**config.mk**
```make
export PLATFORM = sky130hd
export DESIGN_NAME = hbu_div
export DESIGN_NICKNAME = d
export VERILOG_FILES = /design/src/hbu_pkg.sv /design/src/hbu_div.sv
export SDC_FILE = /design/constraint.sdc
export NUM_CORES = 2
export LEC_CHECK = 0
export ABC_AREA = 1
export BUFFER_PORTS_ARGS = -buffer_cell sky130_fd_sc_hd__buf_2
export CORE_ASPECT_RATIO = 0.5
export CORE_UTILIZATION = 50
export CTS_CLUSTER_SIZE = 20
export DETAILED_ROUTE_END_ITERATION = 6
export PLACE_DENSITY = 0.64
export SYNTH_ARGS = -nofsm -noshare
export SYNTH_HDL_FRONTEND = slang
export SYNTH_SLANG_ARGS = --single-unit
```
**constraint.sdc**
```tcl
create_clock -name clk -period 6.2 [get_ports clk]
set_clock_uncertainty 0.2 [all_clocks]
set_input_delay 0.62 -clock clk [delete_from_list [all_inputs] [get_ports clk]]
set_output_delay 0.62 -clock clk [all_outputs]
set_load 0.005 [all_outputs]
```
**src/hbu_pkg.sv**
```systemverilog
// Shared types and constants of the heightmap bilinear upsampler.
// Field widths, opcodes, register indexes and the configuration record.
// No dependencies.
package hbu_pkg;

  localparam int XW     = 12;  // vertex coordinate width
  localparam int EW     = 24;  // elevation width
  localparam int HTW    = 32;  // result height width
  localparam int GIW    = 9;   // grid row and column width
  localparam int CIDXW  = 3;   // configuration index width
  localparam int CDW    = 24;  // configuration data width

  localparam logic OPC_WRITE = 1'b0;
  localparam logic OPC_QUERY = 1'b1;

  localparam logic [CIDXW-1:0] REG_SUBSAMPLING    = 3'd0;
  localparam logic [CIDXW-1:0] REG_VERTEX_COUNT   = 3'd1;
  localparam logic [CIDXW-1:0] REG_GRID_SIDE      = 3'd2;
  localparam logic [CIDXW-1:0] REG_MIN_ELEVATION  = 3'd3;
  localparam logic [CIDXW-1:0] REG_VERTICAL_SCALE = 3'd4;
  localparam logic [CIDXW-1:0] REG_NEGATE_HEIGHT  = 3'd5;
  localparam logic [CIDXW-1:0] REG_FLIP_ROWS      = 3'd6;

  typedef struct packed {
    logic [4:0]         subsampling;
    logic [12:0]        vertex_count;
    logic [8:0]         grid_side;
    logic signed [23:0] min_elevation;
    logic signed [23:0] vertical_scale;
    logic               negate_height;
    logic               flip_rows;
  } cfg_t;

endpackage

```
**src/hbu_div.sv**
```systemverilog
// Pipelined restoring divider, one quotient bit per stage, with an overflow
// flag for quotients that do not fit. Depends on hbu_pkg.
module hbu_div import hbu_pkg::*; #(
  parameter int TW  = 46,
  parameter int DW  = 10,
  parameter int PLW = 25,
  parameter int QW  = 32
) (
  input  logic           clk,
  input  logic           rst,
  input  logic           en,
  input  logic           in_valid,
  input  logic [TW-1:0]  in_num,
  input  logic [DW-1:0]  in_den,
  input  logic [PLW-1:0] in_pl,
  output logic           out_valid,
  output logic [QW-1:0]  out_quo,
  output logic           out_ovf,
  output logic [PLW-1:0] out_pl
);

  localparam int CW = (TW > DW + QW ? TW : DW + QW) + 1;

  logic           vld [QW+1];
  logic [CW-1:0]  rem [QW+1];
  logic [QW-1:0]  quo [QW+1];
  logic           ovf [QW+1];
  logic [DW-1:0]  den [QW+1];
  logic [PLW-1:0] pl  [QW+1];

  always_ff @(posedge clk) begin
    if (rst) begin
      vld[0] <= 1'b0;
    end else if (en) begin
      vld[0] <= in_valid;
    end
    if (en) begin
      rem[0] <= CW'(in_num);
      quo[0] <= '0;
      ovf[0] <= 1'b0;
      den[0] <= in_den;
      pl[0]  <= in_pl;
    end
  end

  for (genvar k = 1; k <= QW; k++) begin : g_stage
    logic [CW-1:0] trial;
    logic          ge;
    logic          big;
    assign trial = CW'(den[k-1]) << (QW - k);
    assign ge    = rem[k-1] >= trial;
    if (k == 1) begin : g_first
      assign big = rem[0] >= (CW'(den[0]) << QW);
    end else begin : g_rest
      assign big = ovf[k-1];
    end

    // Earlier stages only set higher bits, so this bit is still clear.
    always_ff @(posedge clk) begin
      if (rst) begin
        vld[k] <= 1'b0;
      end else if (en) begin
        vld[k] <= vld[k-1];
      end
      if (en) begin
        rem[k] <= ge ? rem[k-1] - trial : rem[k-1];
        quo[k] <= quo[k-1] | (QW'(ge) << (QW - k));
        ovf[k] <= big;
        den[k] <= den[k-1];
        pl[k]  <= pl[k-1];
      end
    end
  end

  assign out_valid = vld[QW];
  assign out_quo   = quo[QW];
  assign out_ovf   = ovf[QW];
  assign out_pl    = pl[QW];

endmodule
```
== Word-level counts from Yosys, hierarchy flattened ==
Memories as Yosys holds them, arrays and structs flattened.
Cells that the tools add are included.
Storage, ports and cells
  memory bits (read-only): 0
  RAM bits: 3828
  word-level logic and storage cells: 207
  latch bits: 0
  memories kept: 6
  bits in registers: 0
  input bits: 85
Operators by class
  reduce and logical (&&, ||, !) cells: 0
  multiplexer cells: 71
  $mul: 0
  $add $sub $neg: 32
  shift operators: 0
  bitwise gates (word level): 65
  equal/unequal tests: 0
  divide/modulo/power cells: 0
  $lt $le $gt $ge: 33
Memory list
  rem: words 33, width 47, read ports 32, clocked after memory_dff 0, wr ports 33, line hbu_div.sv:25  | logic [CW-1:0] rem [QW+1];
  quo: words 33, width 32, read ports 33, clocked after memory_dff 0, wr ports 33, line hbu_div.sv:26  | logic [QW-1:0] quo [QW+1];
  pl: words 33, width 25, read ports 33, clocked after memory_dff 0, wr ports 33, line hbu_div.sv:29  | logic [PLW-1:0] pl [QW+1];
  den: words 33, width 10, read ports 32, clocked after memory_dff 0, wr ports 33, line hbu_div.sv:28  | logic [DW-1:0] den [QW+1];
  ovf: words 33, width 1, read ports 32, clocked after memory_dff 0, wr ports 33, line hbu_div.sv:27  | logic ovf [QW+1];
  vld: words 33, width 1, read ports 33, clocked after memory_dff 0, wr ports 33, line hbu_div.sv:24  | logic vld [QW+1];
Operators with widths (number)
  47-bit two-way mux: 32
  47-bit by 10-bit >= comparator with 1-bit output: 1
  47-bit by 11-bit >= comparator with 1-bit output: 1
  47-bit by 12-bit >= comparator with 1-bit output: 1
  47-bit by 13-bit >= comparator with 1-bit output: 1
  47-bit by 14-bit >= comparator with 1-bit output: 1
  47-bit by 15-bit >= comparator with 1-bit output: 1
  47-bit by 16-bit >= comparator with 1-bit output: 1
  47-bit by 17-bit >= comparator with 1-bit output: 1
  47-bit by 18-bit >= comparator with 1-bit output: 1
  47-bit by 19-bit >= comparator with 1-bit output: 1
  47-bit by 20-bit >= comparator with 1-bit output: 1
  47-bit by 21-bit >= comparator with 1-bit output: 1
  47-bit by 22-bit >= comparator with 1-bit output: 1
  47-bit by 23-bit >= comparator with 1-bit output: 1
  47-bit by 24-bit >= comparator with 1-bit output: 1
  47-bit by 25-bit >= comparator with 1-bit output: 1
  47-bit by 26-bit >= comparator with 1-bit output: 1
  47-bit by 27-bit >= comparator with 1-bit output: 1
  47-bit by 28-bit >= comparator with 1-bit output: 1
  47-bit by 29-bit >= comparator with 1-bit output: 1
  47-bit by 30-bit >= comparator with 1-bit output: 1
  47-bit by 31-bit >= comparator with 1-bit output: 1
  47-bit by 32-bit >= comparator with 1-bit output: 1
  other kinds (76): 146

== Longest topological paths before layout ==
  depth in word-level cells: 4
  gate-level depth with buffers: 18
  mapped depth without buffers: 18

== Worst setup path after synthesis ==
Ideal clock, no wire load.
  kind: reg-to-reg
  start point: memory rem[0][1135] (netlist bit)
  end point: memory rem[0][1199] (netlist bit) (data pin)
  stages on the path, launching flop included: 17
  library setup time: 0.255 ns
  data arrival time: 2.112 ns
  setup slack: 3.633 ns
  clock period less this slack: 2.567 ns
  data required time: 5.745 ns
  path through: edfxtp_1 -> inv_1 -> ha_1 -> inv_1 -> fa_1 -> nand2_1 -> nand2_1 -> o21ai_2 -> inv_1 -> nand2_1 -> nand2_1 -> nand2_1 -> nand2_2 -> nor2_2 -> buf_6 -> buf_6 -> a21oi_2
RTL lines (line)
  from (decl): hbu_div.sv:25

==> metrics.yaml <==
outcome:
  status: "finished with violations"
  violations: "DRC"
place:
  hpwlAfterDp_mm: 281
  preCtsSetupSlack_ns: 2.45
  place_area_um2: 155000
  finalWeightedCongestion: 0.949
  dpl.cell_count: 18200
  io_buffers: 143
critical_path:
  critical_path_buf_inv_count: 2
  r2r-end: "rem[0][1329]$_DFFE_PP_"
  cpMaxStageDelayCell: "inv_2"
  cpPeakStageDelay_ns: 0.81
  reg2reg_slack_ns: 2.39
  worstPathArrival_ns: 4.19
  cp_max_fo: 33
  endpoint: "rem[0][1329]$_DFFE_PP_"
  crit_path_start_kind: "flop"
  crit_cells: 9
  path_cells: "ha_1, a21oi_1, o21ai_1, inv_1, nor2_1, nor2_1, nand3_1, inv_2, o21ai_0"
  critPathTopFamily: "simple AND/OR/NAND/NOR gates"
  worstPathRequired_ns: 6.58
  reg2reg_from: "rem[0][1275]$_DFFE_PP_"
  crit_top_cell: "nor2_1"
  startpoint: "rem[0][1275]$_DFFE_PP_"
  crit_type: "reg2reg"
  crit_path_end_kind: "flop"
  rr_worst_depth: 9
sta:
  fmax_mhz: 263
  maxSlewViolCount: 0
  tns_ns: 0
  post-route-period-util_pct: 61.4
  worst_slew_margin_rel_pct: 16.8
  worst_pin_slew_ns: 1.25
  worst_slack_ns: 2.39
  hold_viol: 0
  finalSetupViolations: 0
  fin_crit_ns: 3.81
  rsz0062_at_grt: "false"
synthesis:
  syn_area_per_cell_um2: 10.5
  synth_edf_count: 3241
  synth-async-reset-ratio_pct: 0
  syn-num-nets: 14600
  synth_ff_type: "edfxtp_1"
  ys_warn_count: 0
  synth_top_area_cell: "edfxtp_1"
  ys_seq_elements: 3241
  synth.distinct_cells: 59
  synthCells: 14200
  synth_top_area_share_pct: 65.1
  syn-cell-area_um2: 150000
  ys_seq_area_share_pct: 65.1
  synth.area.top_cells: "edfxtp_1 65%, nand2_1 8.8%, inv_1 5.1%, nor2_1 4.2%, ha_1 2.8%"
clock_network:
  cts_made_buffers: 295
  cts_root_buf: "clkbuf_16"
  hold_buffers: 82
  clkSinkCount: 3241
  cts_resized: 0
  cts_tree: "yes"
  h-tree-depth: 5
  clkSlewWorstSetupHoldPaths_ns: 0.07
  clockBufferDepth: 4
  postCtsSetupBuffers: 0
  insertion_delay_ns: 0.89
route:
  drtIter0Drc: 7942
  via_per_inst: 5.24
  drc: 2
  vias: 98600
  ant_nets: 0
  wl_per_cell_um: 19.6
  drtPass1Iterations: 7
  routed_wl_mm: 369
layout:
  syn_to_final_growth_pct: 10.6
  stdcell_area_um2: 165000
  n_fill_cell: 25600
  nets: 15100
  stdcell_count: 18800
  drive_above_1_share_pct: 5.83
  postLayoutCoreUtil_pct: 55.8
grt:
  grt_pass1_wl_mm: 557
  grt_max_degree: 197
  grtUsageTotal_pct: 23.9
  grt_antenna_before_repair: 6
  gr-total-overflow: 0
  grt_pass1_vias: 94900
power:
  powerDensity_nw_per_um2: 361
  ir_worst_vdd_v: 0.000255
  p_leak_uw: 0.0655
floorplan:
  rows: 141
  die_w_um: 775
  die_area_um2: 301000
  start_util_pct: 50.5
  die_h_um: 389
  ioPinCount: 144
  core_um2: 296000
worst_hold_path:
  hold-path-cell-count: 2
  holdCritPathClass: "in2reg"
job:
  maxCapViolCount: 0
state kept, by name (all words and copies together), names as in the netlist:
signal  cells
den       320
vld        33
pl        825
ovf        32
rem      1503
quo       528
routing by layer:
layer	part of all wire (%)	vias to the layer above	global-route usage (%)	routed length [µm]
met5	0.0041	-	0	15
met1	44	46900	31.9	161000
met2	48	2405	40.7	177000
met4	3.8	2	8.38	14200
li1	-	48600	-	-
met3	4.6	633	2.93	16800
worst register-to-register path: stages (launching register included):
cell      delay (ns)
edfxtp_1        0.39
ha_1            0.39
a21oi_1         0.21
o21ai_1         0.20
inv_1           0.10
nor2_1          0.04
nor2_1          0.31
nand3_1         0.70
inv_2           0.81
o21ai_0         0.19
how the worst min path moves through the flow:
stage | slack, ns | start | endpoint
final | 0.16 | en | rem[0][38]$_DFFE_PP_
after global routing | 0.17 | en | pl[0][142]$_DFFE_PP_
after CTS | 0.13 | en | pl[0][142]$_DFFE_PP_
after detailed placement | 0.20 | ovf[0][1]$_DFFE_PP_ | ovf[0][2]$_DFFE_PP_
after global placement | 0.20 | pl[2][40]$_DFFE_PP_ | pl[2][65]$_DFFE_PP_
after floorplan | 0.20 | ovf[0][9]$_DFFE_PP_ | ovf[0][10]$_DFFE_PP_
stage by stage:
step	total power (µW)	hold WS, ns
after global routing	62600	0.174
after global placement	41600	0.200
after CTS	60100	0.128
after floorplan	37000	0.200
final	59600	0.159
after detailed placement	41600	0.205
where the power goes:
part	internal (µW)	total [µW]	switching, µW
clock	10200	18300	8150
combinational	3920	12200	8320
sequential	27200	29100	1900
synth_stat cells (20+ instances only):
library cell  number
buf_6             25
nand3_1          785
o211ai_1          22
fa_1              31
nand3b_1          80
buf_2             62
or2_2             44
a21o_1            20
a21oi_1          493
xnor2_1          185
and2_1            20
xor2_1           250
nand4_1          317
o21ai_0          343
inv_1           2048
ha_1             330
edfxtp_1        3241
nor2_2            34
nor3_1           222
nor4_1            62
nor2_1          1679
a21oi_2           55
o21ai_1           92
nand2_1         3511
o21bai_1          24
inv_2             35
nand2_2           40
buf_4             23
cell families (layout without fill, tap and decap cells):
family                     count (synthesis)  after routing  synth area share [%]
buffers and inverters                   2206           2897                  5.79
xor gates and xnor gates                 435            435                  2.55
adders and majority gates                361            361                  3.18
other                                      0              2                     0
muxes                                      1              1               0.00669
DFF                                     3241           3241                  65.1
and+or+nand+nor                         6856           6856                  19.4
AOI/OAI and AO/OA                       1102           1102                  4.05
cell usage in the layout, fill, tap and decap left out, types with 24 or more instances in the layout:
master | synthesis | routed
bufinv_16 | 0 | 29
clkbuf_16 | 0 | 300
nor3_1 | 222 | 222
nand3_1 | 785 | 785
nor2_2 | 34 | 34
o21bai_1 | 24 | 24
clkinv_1 | 1 | 71
edfxtp_1 | 3241 | 3241
a21oi_2 | 55 | 55
inv_1 | 2048 | 2048
or2_2 | 44 | 44
clkinv_2 | 0 | 30
ha_1 | 330 | 330
o21ai_0 | 343 | 343
nor4_1 | 62 | 62
nand3b_1 | 80 | 80
nor2_1 | 1679 | 1679
buf_2 | 62 | 142
o21ai_1 | 92 | 92
nand4_1 | 317 | 317
inv_2 | 35 | 35
buf_4 | 23 | 43
a21oi_1 | 493 | 493
clkbuf_1 | 6 | 45
nand2_2 | 40 | 40
nand2_1 | 3511 | 3511
fa_1 | 31 | 31
dlygate4sd3_1 | 0 | 82
xnor2_1 | 185 | 185
xor2_1 | 250 | 250
final cells by class:
class                   count  area (µm²)  share of cell area (%)
flip-flops and latches   3241       97300                    58.9
clock buffers             345        7680                    4.64
multi-input cells        8755       43600                    26.3
repair buffers            285        2210                    1.34
clock inverters           180        1820                    1.10
diodes                      2        5.00                 0.00303
well taps                3932        4920                    2.98
inverters                2087        7840                    4.74
Power figures use the tool's default switching activity.
